===== config.mk =====
export PLATFORM = sky130hd
export DESIGN_NAME = password_locked_tilt_blinker
export DESIGN_NICKNAME = d
export VERILOG_FILES = /design/src/pltb_pkg.sv /design/src/password_locked_tilt_blinker.sv
export VERILOG_INCLUDE_DIRS = /design/src /design/src/src
export SDC_FILE = /design/constraint.sdc
export NUM_CORES = 1
export LEC_CHECK = 0
export BUFFER_PORTS_ARGS = -buffer_cell sky130_fd_sc_hd__buf_2
export CORE_ASPECT_RATIO = 0.6
export CORE_UTILIZATION = 50
export CTS_CLUSTER_DIAMETER = 40
export DETAILED_ROUTE_END_ITERATION = 10
export GPL_TIMING_DRIVEN = 0
export PLACE_DENSITY = 0.73
export SYNTH_ARGS = -nofsm -noshare
export SYNTH_HDL_FRONTEND = slang
export SYNTH_SLANG_ARGS = --single-unit

===== constraint.sdc =====
create_clock -name i_clk -period 6.9 [get_ports i_clk]
set_clock_uncertainty 0.2 [all_clocks]
set_input_delay 0.69 -clock i_clk [delete_from_list [all_inputs] [get_ports i_clk]]
set_output_delay 0.69 -clock i_clk [all_outputs]
set_load 0.1 [all_outputs]

===== src/assert_macros.svh =====
// ----------------------------------------------------------------------------
// assert_macros.svh
// Shared concurrent assertion shorthands for the RTL.
// ----------------------------------------------------------------------------
`ifndef ASSERT_MACROS_SVH
`define ASSERT_MACROS_SVH

// Clocked on i_clk, off while i_rst_n is low.
`define ASSERT_CLK(label, prop, msg) \
    label: assert property (@(posedge i_clk) disable iff (!i_rst_n) prop) else $error(msg);

// Clocked on i_clk, also checked during reset.
`define ASSERT_ALWAYS(label, prop, msg) \
    label: assert property (@(posedge i_clk) prop) else $error(msg);

`endif


===== src/pltb_pkg.sv =====
// ----------------------------------------------------------------------------
// pltb_pkg
// Types and constants for the password-locked tilt blinker.
// ----------------------------------------------------------------------------
package pltb_pkg;

    // lock state
    typedef enum logic [1:0] {
        PH_WAIT,
        PH_ENTRY,
        PH_OPEN
    } t_phase;

    // item kinds
    localparam logic [1:0] CMD_KEY    = 2'd0;
    localparam logic [1:0] CMD_SAMPLE = 2'd1;
    localparam logic [1:0] CMD_TICK   = 2'd2;

    // register map, index = paddr[4:2]
    localparam int unsigned ADDR_W = 5;
    localparam logic [2:0] REG_PASSWORD  = 3'd0;
    localparam logic [2:0] REG_THRESHOLD = 3'd1;
    localparam logic [2:0] REG_SLOW      = 3'd2;
    localparam logic [2:0] REG_FAST      = 3'd3;
    localparam logic [2:0] REG_START     = 3'd4;
    localparam logic [2:0] REG_INTERVAL  = 3'd5;

    // register reset values
    localparam logic [31:0] RST_PASSWORD  = 32'h3433_3231;  // "1234"
    localparam logic [14:0] RST_THRESHOLD = 15'd1000;
    localparam logic [15:0] RST_SLOW      = 16'd250;
    localparam logic [15:0] RST_FAST      = 16'd75;
    localparam logic [15:0] RST_START     = 16'd500;
    localparam logic [15:0] RST_INTERVAL  = 16'd200;

    localparam logic [7:0] KEY_CR = 8'h0D;
    localparam logic [7:0] KEY_LF = 8'h0A;

    localparam logic [14:0] MAG_MAX = 15'h7FFF;

endpackage


===== src/password_locked_tilt_blinker.sv =====
// Throughput: one item per cycle if the output is not stalled; the path is one input
// register, the state update logic (abs/saturate, 3/4 average add, timer compares)
// and one result register.
// Reset (synchronous, active low) clears the pipeline, locks the block, loads
// the register defaults and sets the blink period to the start period default.
// ----------------------------------------------------------------------------
// password_locked_tilt_blinker
// Password gate in front of a tilt-driven LED blinker with an APB register port.
// ----------------------------------------------------------------------------
`include "assert_macros.svh"

module password_locked_tilt_blinker #(
    parameter int KEY_SLOTS  = 4,
    parameter int TIMER_BITS = 16
) (
    input  logic                        i_clk,
    input  logic                        i_rst_n,
    // item channel
    input  logic                        i_valid,
    output logic                        o_stall,
    input  logic [1:0]                  i_cmd,
    input  logic [7:0]                  i_key_byte,
    input  logic signed [15:0]          i_accel_sample,
    // result channel
    output logic                        o_valid,
    input  logic                        i_stall,
    output logic                        o_led_on,
    output logic                        o_is_unlocked,
    output logic                        o_bad_password,
    output logic                        o_filtered_valid,
    output logic [14:0]                 o_filtered_value,
    // register port
    input  logic                        psel,
    input  logic                        penable,
    input  logic                        pwrite,
    input  logic [pltb_pkg::ADDR_W-1:0] paddr,
    input  logic [31:0]                 pwdata,
    output logic [31:0]                 prdata,
    output logic                        pready
);
    import pltb_pkg::*;

    localparam int IDX_W = (KEY_SLOTS > 1) ? $clog2(KEY_SLOTS) : 1;
    localparam int CNT_W = $clog2(KEY_SLOTS + 1);
    localparam int PW_W  = KEY_SLOTS * 8;
    localparam int CMP_W = (TIMER_BITS > 16) ? TIMER_BITS : 16;

    // ---------------- registers ----------------
    logic [31:0]           r_password;
    logic [14:0]           r_threshold;
    logic [15:0]           r_slow;
    logic [15:0]           r_fast;
    logic [15:0]           r_start;
    logic [15:0]           r_interval;

    logic                  r_in_valid;
    logic [1:0]            r_cmd;
    logic [7:0]            r_key;
    logic signed [15:0]    r_sample;

    t_phase                r_phase,    n_phase;
    logic [7:0]            r_key_store [KEY_SLOTS];
    logic [CNT_W-1:0]      r_key_count, n_key_count;
    logic [14:0]           r_avg,      n_avg;
    logic                  r_primed,   n_primed;
    logic                  r_level,    n_level;
    logic [15:0]           r_period,   n_period;
    logic [TIMER_BITS-1:0] r_btimer,   n_btimer;
    logic [TIMER_BITS-1:0] r_utimer,   n_utimer;
    logic                  r_led,      n_led;

    logic                  r_out_valid;
    logic                  r_o_led;
    logic                  r_o_open;
    logic                  r_o_bad;
    logic                  r_o_fvalid;
    logic [14:0]           r_o_fval;

    // ---------------- handshake ----------------
    logic w_out_adv;
    logic w_step;
    logic w_cfg_we;
    logic [2:0] w_reg_idx;

    assign w_out_adv = !r_out_valid || !i_stall;
    assign w_step    = r_in_valid && w_out_adv;
    assign o_stall   = r_in_valid && !w_out_adv;
    assign pready    = 1'b1;
    assign w_reg_idx = paddr[4:2];
    assign w_cfg_we  = psel && penable && pwrite && pready;

    // ---------------- datapath ----------------
    logic [PW_W-1:0]       w_pw;
    logic                  w_match;
    logic [15:0]           w_raw;
    logic [16:0]           w_abs;
    logic [14:0]           w_mag;
    logic [14:0]           w_mag_m;
    logic [17:0]           w_sum;
    logic [14:0]           w_new_avg;
    logic [TIMER_BITS-1:0] w_bt_inc;
    logic [TIMER_BITS-1:0] w_ut_inc;
    logic                  w_bad;
    logic                  w_fvalid;
    logic [14:0]           w_fval;
    logic                  w_key_we;
    logic [IDX_W-1:0]      w_key_idx;

    // slots past the fourth compare against zero
    assign w_pw = PW_W'(r_password);

    always_comb begin
        w_match = (r_key_count == CNT_W'(KEY_SLOTS));
        for (int i = 0; i < KEY_SLOTS; i++) begin
            if (r_key_store[i] != w_pw[8*i +: 8]) begin
                w_match = 1'b0;
            end
        end
    end

    assign w_raw     = $unsigned(r_sample);
    assign w_abs     = w_raw[15] ? (17'h10000 - {1'b0, w_raw}) : {1'b0, w_raw};
    assign w_mag     = (w_abs > {2'b00, MAG_MAX}) ? MAG_MAX : w_abs[14:0];
    assign w_mag_m   = {w_mag[14:2], 2'b00};
    assign w_sum     = 18'({r_avg, 1'b0}) + 18'(r_avg) + 18'(w_mag_m);
    assign w_new_avg = r_primed ? w_sum[16:2] : w_mag_m;

    assign w_bt_inc = (r_btimer == '1) ? r_btimer : r_btimer + TIMER_BITS'(1);
    assign w_ut_inc = (r_utimer == '1) ? r_utimer : r_utimer + TIMER_BITS'(1);

    always_comb begin
        n_phase     = r_phase;
        n_key_count = r_key_count;
        n_avg       = r_avg;
        n_primed    = r_primed;
        n_level     = r_level;
        n_period    = r_period;
        n_btimer    = r_btimer;
        n_utimer    = r_utimer;
        n_led       = r_led;
        w_bad       = 1'b0;
        w_fvalid    = 1'b0;
        w_fval      = '0;
        w_key_we    = 1'b0;
        w_key_idx   = '0;
        unique case (r_cmd)
            CMD_KEY: begin
                unique case (r_phase)
                    PH_WAIT: begin
                        // any byte, CR and LF too, opens an entry
                        w_key_we    = 1'b1;
                        n_key_count = CNT_W'(1);
                        n_phase     = PH_ENTRY;
                    end
                    PH_ENTRY: begin
                        if (r_key == KEY_CR || r_key == KEY_LF) begin
                            if (w_match) begin
                                n_phase = PH_OPEN;
                            end else begin
                                n_phase = PH_WAIT;
                                w_bad   = 1'b1;
                            end
                            n_key_count = '0;
                        end else if (r_key_count < CNT_W'(KEY_SLOTS)) begin
                            w_key_we    = 1'b1;
                            w_key_idx   = r_key_count[IDX_W-1:0];
                            n_key_count = r_key_count + CNT_W'(1);
                        end
                    end
                    default: begin
                    end
                endcase
            end
            CMD_SAMPLE: begin
                if (r_phase == PH_OPEN) begin
                    n_avg    = w_new_avg;
                    n_primed = 1'b1;
                    w_fvalid = 1'b1;
                    w_fval   = w_new_avg;
                    if (CMP_W'(r_utimer) >= CMP_W'(r_interval)) begin
                        // period follows the level before this update
                        if (!r_level) begin
                            n_period = r_slow;
                            if (w_new_avg > r_threshold) begin
                                n_level = 1'b1;
                            end
                        end else begin
                            n_period = r_fast;
                            if (w_new_avg < r_threshold) begin
                                n_level = 1'b0;
                            end
                        end
                        n_utimer = '0;
                    end
                end
            end
            CMD_TICK: begin
                n_utimer = w_ut_inc;
                if (r_phase != PH_OPEN) begin
                    n_led    = 1'b0;
                    n_btimer = '0;
                end else if (CMP_W'(w_bt_inc) >= CMP_W'(r_period)) begin
                    n_btimer = '0;
                    n_led    = !r_led;
                end else begin
                    n_btimer = w_bt_inc;
                end
            end
            default: begin
            end
        endcase
        if (!r_in_valid) begin
            w_key_we = 1'b0;
        end
    end

    // ---------------- input stage ----------------
    always_ff @(posedge i_clk) begin
        if (!i_rst_n) begin
            r_in_valid <= 1'b0;
        end else if (!o_stall) begin
            r_in_valid <= i_valid;
        end
    end

    always_ff @(posedge i_clk) begin
        if (i_valid && !o_stall) begin
            r_cmd    <= i_cmd;
            r_key    <= i_key_byte;
            r_sample <= i_accel_sample;
        end
    end

    // ---------------- state ----------------
    always_ff @(posedge i_clk) begin
        if (!i_rst_n) begin
            r_phase     <= PH_WAIT;
            r_key_count <= '0;
            r_avg       <= '0;
            r_primed    <= 1'b0;
            r_level     <= 1'b0;
            r_period    <= RST_START;
            r_btimer    <= '0;
            r_utimer    <= '0;
            r_led       <= 1'b0;
        end else begin
            if (w_step) begin
                r_phase     <= n_phase;
                r_key_count <= n_key_count;
                r_avg       <= n_avg;
                r_primed    <= n_primed;
                r_level     <= n_level;
                r_period    <= n_period;
                r_btimer    <= n_btimer;
                r_utimer    <= n_utimer;
                r_led       <= n_led;
            end
            if (w_cfg_we && w_reg_idx == REG_START) begin
                r_period <= pwdata[15:0];
            end
        end
    end

    always_ff @(posedge i_clk) begin
        if (w_step && w_key_we) begin
            r_key_store[w_key_idx] <= r_key;
        end
    end

    // ---------------- result stage ----------------
    always_ff @(posedge i_clk) begin
        if (!i_rst_n) begin
            r_out_valid <= 1'b0;
        end else if (w_out_adv) begin
            r_out_valid <= r_in_valid;
        end
    end

    always_ff @(posedge i_clk) begin
        if (w_step) begin
            r_o_led    <= n_led;
            r_o_open   <= (n_phase == PH_OPEN);
            r_o_bad    <= w_bad;
            r_o_fvalid <= w_fvalid;
            r_o_fval   <= w_fval;
        end
    end

    assign o_valid          = r_out_valid;
    assign o_led_on         = r_o_led;
    assign o_is_unlocked    = r_o_open;
    assign o_bad_password   = r_o_bad;
    assign o_filtered_valid = r_o_fvalid;
    assign o_filtered_value = r_o_fval;

    // ---------------- registers ----------------
    always_ff @(posedge i_clk) begin
        if (!i_rst_n) begin
            r_password  <= RST_PASSWORD;
            r_threshold <= RST_THRESHOLD;
            r_slow      <= RST_SLOW;
            r_fast      <= RST_FAST;
            r_start     <= RST_START;
            r_interval  <= RST_INTERVAL;
        end else if (w_cfg_we) begin
            unique case (w_reg_idx)
                REG_PASSWORD:  r_password  <= pwdata;
                REG_THRESHOLD: r_threshold <= pwdata[14:0];
                REG_SLOW:      r_slow      <= pwdata[15:0];
                REG_FAST:      r_fast      <= pwdata[15:0];
                REG_START:     r_start     <= pwdata[15:0];
                REG_INTERVAL:  r_interval  <= pwdata[15:0];
                default: begin
                end
            endcase
        end
    end

    always_comb begin
        unique case (w_reg_idx)
            REG_PASSWORD:  prdata = r_password;
            REG_THRESHOLD: prdata = 32'(r_threshold);
            REG_SLOW:      prdata = 32'(r_slow);
            REG_FAST:      prdata = 32'(r_fast);
            REG_START:     prdata = 32'(r_start);
            REG_INTERVAL:  prdata = 32'(r_interval);
            default:       prdata = '0;
        endcase
    end

    // ---------------- assertions ----------------
    `ASSERT_CLK(a_open_sticky, r_phase == PH_OPEN |=> r_phase == PH_OPEN, "unlock was lost")
    `ASSERT_CLK(a_bad_locked, o_valid && o_bad_password |-> !o_is_unlocked, "bad beat while open")
    `ASSERT_CLK(a_filt_open, o_valid && o_filtered_valid |-> o_is_unlocked, "filter ran while locked")
    `ASSERT_CLK(a_led_locked, r_phase != PH_OPEN |-> !r_led, "LED on while locked")

endmodule

Word level (Yosys, flattened, before mapping)
Memory sizes are Yosys's and may differ from the RTL's.
Cells that the tools add are included.
Word-level totals
  memories: 1
  bits in writable memories: 32
  flip-flop bits (word level): 229
Memories
  r_key_store: depth 4, width 8, rd ports 4, clocked after Yosys merged registers in 0, write ports 1, RTL line password_locked_tilt_blinker.sv:62  | logic [7:0] r_key_store [KEY_SLOTS];
Operators by class
  reduce and logical (&&, ||, !) cells: 37
  muxes and demuxes: 47
  equal/unequal tests: 24
  order comparisons: 6
  add/sub/neg operators: 6
Operator list (number)
  2-to-1 mux 16 bit: 12
  case mux 32 bit (6 select lines): 1
  adder 16 x 1 -> 16 bit, second input constant: 2
  == test 16 bit, second input constant: 2
  greater-or-equal comparator 16 bit: 2
  != test 8 bit: 4
  case mux 16 bit (2 select lines): 1
  2-to-1 mux 15 bit: 2
  2-to-1 mux 1 bit: 18
  adder 16 x 15 -> 17 bit: 1
  adder 17 x 15 -> 17 bit: 1
  > comparator 17 x 15 -> 1 bit, second input constant: 1
  2-to-1 mux 17 bit: 1
  subtractor 17 x 16 -> 17 bit, first input constant: 1
  == test 8 x 4 -> 1 bit, second input constant: 2
  AND reduction 2 bit: 8
  > comparator 15 bit: 1
  < comparator 15 bit: 1
  2-to-1 mux 2 bit: 7
  AND reduction 4 bit: 3
  nonzero test 2 bit: 6
  == test 3 bit, second input constant: 3
  != test 2 bit, second input constant: 4
  logical AND 1 bit: 7
  17 further kinds: 29

Longest topological paths before layout
Gate-level depths: netlist (run 1).
An unclocked memory read counts as a cell.
  depth after elaboration: 11
  gate-level depth with buffers: 21

Worst setup path after synthesis (run 1)
Ideal clock, no wire load.
  path kind: register to register
  start: register r_sample[12]
  end: register r_level
  path buffers: 1
  required time: 6.584 ns
  library setup time: 0.116 ns
  path slack: 1.570 ns
  cell stages (with the launch flop): 21
  arrival: 5.014 ns
  path through: edfxtp_1 > or4_4 > nor4_4 > nand2_1 > buf_2 > nand2_1 > fa_1 > ha_1 > fa_1 > a211oi_1 > o21ai_0 > a41oi_1 > o41ai_1 > o22ai_1 > inv_1 > ha_1 > a21o_1 > a21o_1 > a21oi_1 > o211ai_1 > o211a_1
On the way
  cells in the longest elaborated chain, start to end: 9
  elaborated cells on any way between the ends: 11
  those cells by class: 2 x add/sub; 3 x order compare; 6 x mux
Ends and longest elaborated chain
  start, declared: RTL line password_locked_tilt_blinker.sv:59  | logic signed [15:0] r_sample;
  start signal, assigned: RTL line password_locked_tilt_blinker.sv:230  | r_sample <= i_accel_sample;
  subtractor 17 x 16 -> 17 bit: RTL line password_locked_tilt_blinker.sv:122  | assign w_abs = w_raw[15] ? (17'h10000 - {1'b0, w_raw}) : {1'b0, w_raw};
  2-to-1 mux 17 bit *: RTL line password_locked_tilt_blinker.sv:122
  > comparator 17 x 15 -> 1 bit: RTL line password_locked_tilt_blinker.sv:123  | assign w_mag = (w_abs > {2'b00, MAG_MAX}) ? MAG_MAX : w_abs[14:0];
  2-to-1 mux 15 bit *: RTL line password_locked_tilt_blinker.sv:123
  adder 17 x 15 -> 17 bit: RTL line password_locked_tilt_blinker.sv:125  | assign w_sum = 18'({r_avg, 1'b0}) + 18'(r_avg) + 18'(w_mag_m);
  2-to-1 mux 15 bit *: RTL line password_locked_tilt_blinker.sv:126  | assign w_new_avg = r_primed ? w_sum[16:2] : w_mag_m;
  net w_new_avg[12]: RTL line password_locked_tilt_blinker.sv:100  | logic [14:0] w_new_avg;
  > comparator 15 bit or < comparator 15 bit (tied branches): RTL line password_locked_tilt_blinker.sv:184, password_locked_tilt_blinker.sv:189
  2-to-1 mux 1 bit, on equally long branches: RTL line password_locked_tilt_blinker.sv:184, password_locked_tilt_blinker.sv:189
  2-to-1 mux 1 bit *: RTL line password_locked_tilt_blinker.sv:182  | if (!r_level) begin
  end signal, assigned: RTL line password_locked_tilt_blinker.sv:252  | r_level <= n_level;
  end, declared: RTL line password_locked_tilt_blinker.sv:66  | logic r_level, n_level;
The timed path passes the listed nets; every way through them passes the cells marked *.
A chain may end at the register's enable or synchronous reset.

Worst setup path after layout (run 1)
  start: register r_sample[2]
  end: register r_level
The elaborated chain is that of the path after synthesis.

==> results of run 1 <==
-- routing by layer --
| layer | global-route usage (%) | wire length (um) | up-vias | share of wire (%) |
|---|---|---|---|---|
| met4 | 7.11 | 1010 | 2 | 2.2 |
| li1 | - | - | 5871 | - |
| met1 | 48.0 | 20600 | 6016 | 45 |
| met5 | 0 | 12 | - | 0.027 |
| met3 | 10.6 | 6170 | 97 | 14 |
| met2 | 41.8 | 17500 | 682 | 39 |
-- worst max-delay path: stages (launching register included) --
cell	delay, ns
edfxtp_1	0.45
or4_4	0.61
nor4_4	0.44
nand2_1	0.19
buf_2	0.25
nand2_1	0.10
fa_1	0.42
ha_1	0.25
fa_1	0.44
a211oi_1	0.39
o21ai_0	0.23
a41oi_1	0.58
o41ai_1	0.16
o22ai_1	0.40
inv_1	0.09
ha_1	0.31
nand4_1	0.13
nor3_1	0.26
nand4_1	0.14
a21o_1	0.19
o211a_1	0.10
-- layout by cell type, fill, tap and decap left out, types with 5 or more instances in the layout --
master,netlist,layout
a211oi_1,17,17
a21o_1,12,12
a21oi_1,137,137
a22oi_1,11,11
a31oi_1,10,10
and2_1,32,32
and3_1,17,17
and4_1,5,5
buf_2,8,127
clkbuf_1,65,67
clkbuf_16,0,32
dfxtp_1,184,184
edfxtp_1,77,77
fa_1,14,14
ha_1,66,66
inv_1,98,99
mux2_2,26,26
mux2i_1,39,39
mux4_2,5,5
nand2_1,293,293
nand2b_1,11,11
nand3_1,62,62
nand4_1,21,21
nor2_1,74,74
nor2b_1,10,9
nor3_1,18,18
nor4_1,14,14
o2111ai_1,6,6
o211ai_1,20,20
o21a_1,10,10
o21ai_0,51,51
o221ai_1,6,6
o22ai_1,19,19
o31ai_1,5,5
or2_2,6,6
or3_1,11,11
xnor2_1,14,14
xor2_1,51,51
-- cell type report --
type	count	area, um2	area share [%]
clock inverters	19	159	0.987
inverters	100	375	2.33
repair buffers	120	611	3.79
well taps	367	459	2.85
clock buffers	38	863	5.36
plain buffers	76	299	1.86
multi-input cells	1146	7340	45.6
flip-flops and latches	261	6000	37.2
-- logic make-up after synthesis --
family / after synthesis / share of synthesized area, %
buf+inv: 176 / 4.82
mux: 70 / 5.68
simple gates: 597 / 20.0
xor+xnor: 65 / 4.07
other cells: 1 / 0.0268
fa+ha+maj: 80 / 7.90
compound gates: 333 / 14.7
flops: 261 / 42.8
-- Yosys cell counts (12+ instances only) --
cell type  count  area share, %
nor3_1        18           0.64
a21o_1        12           0.64
a21oi_1      137            4.9
nor2_1        74            2.0
edfxtp_1      77             17
o211ai_1      20            1.1
mux2i_1       39            2.8
a211oi_1      17           0.91
mux2_2        26            2.1
xnor2_1       14           0.88
o21ai_0       51            1.8
nand4_1       21           0.94
nand3_1       62            2.2
inv_1         98            2.6
and2_1        32            1.4
clkbuf_1      65            1.7
fa_1          14            2.0
dfxtp_1      184             26
nand2_1      293            7.9
ha_1          66            5.9
o22ai_1       19           0.85
xor2_1        51            3.2
and3_1        17           0.76
nor4_1        14           0.63
-- flip-flops by register name, summed over array words and instances (netlist names), 16 cells and up --
signal,count
r_slow,16
r_period,16
r_interval,16
r_password,32
r_fast,16
r_start,16
r_utimer,16
r_key_store,32
r_sample,16
r_btimer,16
-- power by group --
group          internal [uW]  total (uW)  switching (uW)
clock network            911        1630             721
registers               1600        1620            22.6
logic                   93.1         354             261
total                   2610        3610            1010
-- stage by stage --
step	setup WS (ns)	total power, uW	hold slack, ns	area, um2	utilization, %
finish	0.437	3610	0.0878	16100	58.5
global route	0.131	3700	0.0823	16100	58.5
CTS	0.622	3610	0.0798	16100	58.5
detailed placement	0.654	2000	0.237	15100	54.8
global placement	0.716	2000	0.232	15100	54.7
floorplan	1.57	1880	0.217	14000	-
-- worst paths after layout --
path	startpoint	endpoint	slack, ns	depth (start not counted)
worst max-delay path	r_sample[2]	r_level	0.44	20
worst max register to register	r_sample[2]	r_level	0.44	20
worst min register to register	r_start[4]	r_start[4]	0.25	2
worst min-delay path	i_key_byte[3]	r_key[3]	0.09	1
==> impl_metrics.ini, run 1 <==
[floorplanning]
start_util_pct = 50.9
io_pins = 124
rows = 47
dieArea_mm2 = 0.0287
die_width_um = 218
design.core.area_mm2 = 0.0275
chipHeight_um = 132

[routing]
wl_per_cell_um = 21.3
first_pass_iters = 5
drc_errors = 0
vias_per_cell = 5.96
drtAntennaViolNets = 0
drt_iter0_drc = 1608
wl_mm = 45.3
vias = 12700

[sta]
fin_setup_tns_ns = 0
period_share_pct = 93.7
rsz0062_at_grt = no
max_freq_mhz = 155
relSlewSlack_pct = 11.4
setup_viol = 0
worstMarginPinSlew_ns = 1.32
slew_viol_final = 0
fin_crit_ns = 6.46
hold_viol = 0

[critical_path]
cp-end-kind = flop
worstSetupPathType = flop to flop
crit_path_max_fanout = 10
arrival_ns = 6.72
required_ns = 7.16
start_kind = flop

[global_routing]
grt_pass1_wl_mm = 68.1
grt_util_all_layers_pct = 31.4
grt_max_degree = 26
grt_overflow = 0
grt_pass1_vias = 11600
antenna_found_initial = 1

[synthesis]
synth-async-reset-ratio_pct = 0
synth_edf_count = 77
synth_ff_type = dfxtp_1
netlist_area_mm2 = 0.0140
yosysWarnings = 0
synth.distinct_cells = 72
synthCells = 1583
syn_nets = 1733
syn_area_per_cell_um2 = 8.84
ys_seq_area_share_pct = 42.8
ys_ff_latch = 261

[cts]
cts.repair.resized = 0
htree_levels = 1
worstSkewPairLatency_ns = 0.58
clkSlewWorstSetupHoldPaths_ns = 0.06
cts_tree = built
cts_hold_buf = 0
cts_setup_buffers = 0
numCtsBuffers = 31
cts.sinks = 261
cts.path.max_buffers = 3
clockRootBuffer = clkbuf_16

[placed_design]
dp_cells = 2070
io_buffers = 119
place_congestion = 0.958
dp_hpwl_mm = 34.4

[worst_hold_path]
hp-class = primary input to flop

[final_layout]
fill_cells = 2435
num_antenna_cells = 0
layoutNonFillerInstCount = 2127
area_growth_pct = 15.0
nets = 1886
drive_gt1_share_pct = 13.5

[run_status]
status = finished clean

[power]
irDropWorstVdd_uv = 180
p_per_area_mw_per_mm2 = 224
p_leak_uw = 0.00653

[flow_run]
maxCapViolCount = 0
Power figures use the tool's default switching activity.
==> inputs of run 2 (changes only) <==
Settings changed: CORE_MARGIN set to 1.5.
==> run 2 against run 1 <==
Net effect: via count rose by 2.4%; power rose by 3.3%; critical path depth did not move; wire length rose by 1.7%; setup slack improved by 0.18 ns; hold slack got worse by 0.0036 ns; final area rose by 0.60%; first-iteration DRC count fell by 1.1%; non-clock buffer count did not move; critical endpoint unchanged.
==> impl_metrics.ini, run 2 (synthesis results as in run 1) <==
[final_layout]
reg.largest.list = r_key_store x32, r_password x32
layout_common_cells = 293 x nand2_1, 184 x dfxtp_1, 137 x a21oi_1
nets = 1886
layout_commonest_cell = nand2_1
fill_cells = 2407
drive_gt1_share_pct = 13.5
area_growth_pct = 15.7

[routing]
first_pass_iters = 5
wl_mm = 46.0
wl_per_cell_um = 21.6
vias = 13000
vias_per_cell = 6.09
drc_errors = 0
drtAntennaViolNets = 0
drt_iter0_drc = 1590

[critical_path]
critical_path.cell_chain = or4_4 -> nor4_4 -> nand2_1 -> buf_2 -> nand2_1 -> fa_1 -> ha_1 -> fa_1 -> a211oi_1 -> o21ai_0 -> a41oi_1 -> o41ai_1 -> o22ai_1 -> inv_1 -> ha_1 -> a21o_1 -> a21o_1 -> a21oi_1 -> o211ai_1 -> o211a_1
crit_path_max_fanout = 10
reg2reg_from = r_sample[2]
crit_slowest_cell = or4_4
timing.rr.end = r_level
arrival_ns = 6.56
start_kind = flop
cp_slowest_stage_delay_ns = 0.61
cp-end-kind = flop
worstSetupPathType = flop to flop
required_ns = 7.18
reg2reg_depth = 20
r2r_slack_ns = 0.62

[cts]
clockRootBuffer = clkbuf_16
cts.sinks = 261
cts.path.max_buffers = 3
clkSlewWorstSetupHoldPaths_ns = 0.07
cts_hold_buf = 0
cts_setup_buffers = 0
numCtsBuffers = 31
worstSkewPairLatency_ns = 0.58
cts.repair.resized = 0
cts_tree = built
htree_levels = 1

[global_routing]
grt_util_all_layers_pct = 31.3
grt_max_degree = 26
antenna_found_initial = 2
grt_pass1_wl_mm = 69.1
grt_pass1_vias = 11800
grt_overflow = 0

[floorplanning]
die_width_um = 219
start_util_pct = 50.9
io_pins = 124
rows = 47
design.core.area_mm2 = 0.0275
chipHeight_um = 133
dieArea_mm2 = 0.0290

[placed_design]
io_buffers = 119
dp_hpwl_mm = 34.8
place_congestion = 1.00
pre_cts_ws_ns = 0.714

[sta]
hold_viol = 0
max_freq_mhz = 159
worstMarginPinSlew_ns = 1.30
rsz0062_at_grt = no
setup_ws_ns = 0.621
fin_crit_ns = 6.28
fin_setup_tns_ns = 0
relSlewSlack_pct = 12.7
setup_viol = 0
slew_viol_final = 0
period_share_pct = 91.0

[worst_hold_path]
hold-path-cell-count = 1
min_to = r_sample[11]
worstHoldStart = i_accel_sample[11]
hp-class = primary input to flop

[run_status]
status = finished clean

[power]
irDropWorstVdd_uv = 225
p_leak_uw = 0.00657
p_per_area_mw_per_mm2 = 230

[flow_run]
maxCapViolCount = 0
run 2: through the flow:
step,instance area (um2),hold WS (ns),std cells,total power [uW],util (%)
final,16200,0.0842,2129,3730,58.9
after CTS,16200,0.0689,2128,3730,58.8
after floorplan,14000,0.217,1583,1880,-
after global routing,16200,0.0743,2128,3820,58.8
after detailed placement,15100,0.236,2070,2000,54.8
after global placement,15100,0.230,2069,1990,54.7
run 2: worst max-delay path by stage:
stage	depth (start not counted)	start	endpoint	slack [ns]
6_report	20	r_sample[2]	r_level	0.62
5_1_grt	20	r_sample[2]	r_level	0.24
4_1_cts	20	r_sample[2]	r_level	0.65
3_5_place_dp	20	r_sample[2]	r_level	0.71
3_3_place_gp	20	r_sample[2]	r_level	0.80
2_1_floorplan	20	r_sample[12]	r_level	1.57
run 2: critical path, delay by kind of cell (launching register included):
family                   cells  cell delay, ns
buffers and inverters        2            0.34
AO/OA/AOI/OAI               10            2.47
AND/OR/NAND/NOR              4            1.30
adder cells (fa/ha/maj)      4            1.41
flip-flops                   1            0.46
run 2: report_power, final:
part           switching (uW)  internal, uW  leakage (uW)  total [uW]
Sequential               22.9          1600       0.00221        1620
Combinational             259          93.4       0.00380         352
Clock                     705          1050      0.000555        1750
Total                     987          2740       0.00657        3730
run 2: per-layer routing:
metal | share of wire [%] | track usage [%]
met5 | 0.27 | 2.83
met3 | 13 | 10.3
met1 | 45 | 47.6
met4 | 2.3 | 7.31
met2 | 39 | 41.7
run 2: final cells by class:
| cell class | count | area, um2 | area share (%) |
|---|---|---|---|
| Clock buffer | 46 | 998 | 6.16 |
| Tap cell | 367 | 459 | 2.84 |
| Timing Repair Buffer | 120 | 611 | 3.77 |
| Inverter | 100 | 375 | 2.32 |
| Sequential cell | 261 | 6000 | 37.0 |
| Multi-Input combinational cell | 1146 | 7340 | 45.3 |
| Antenna cell | 1 | 2.50 | 0.0154 |
| Clock inverter | 12 | 118 | 0.726 |
| Buffer | 76 | 299 | 1.85 |
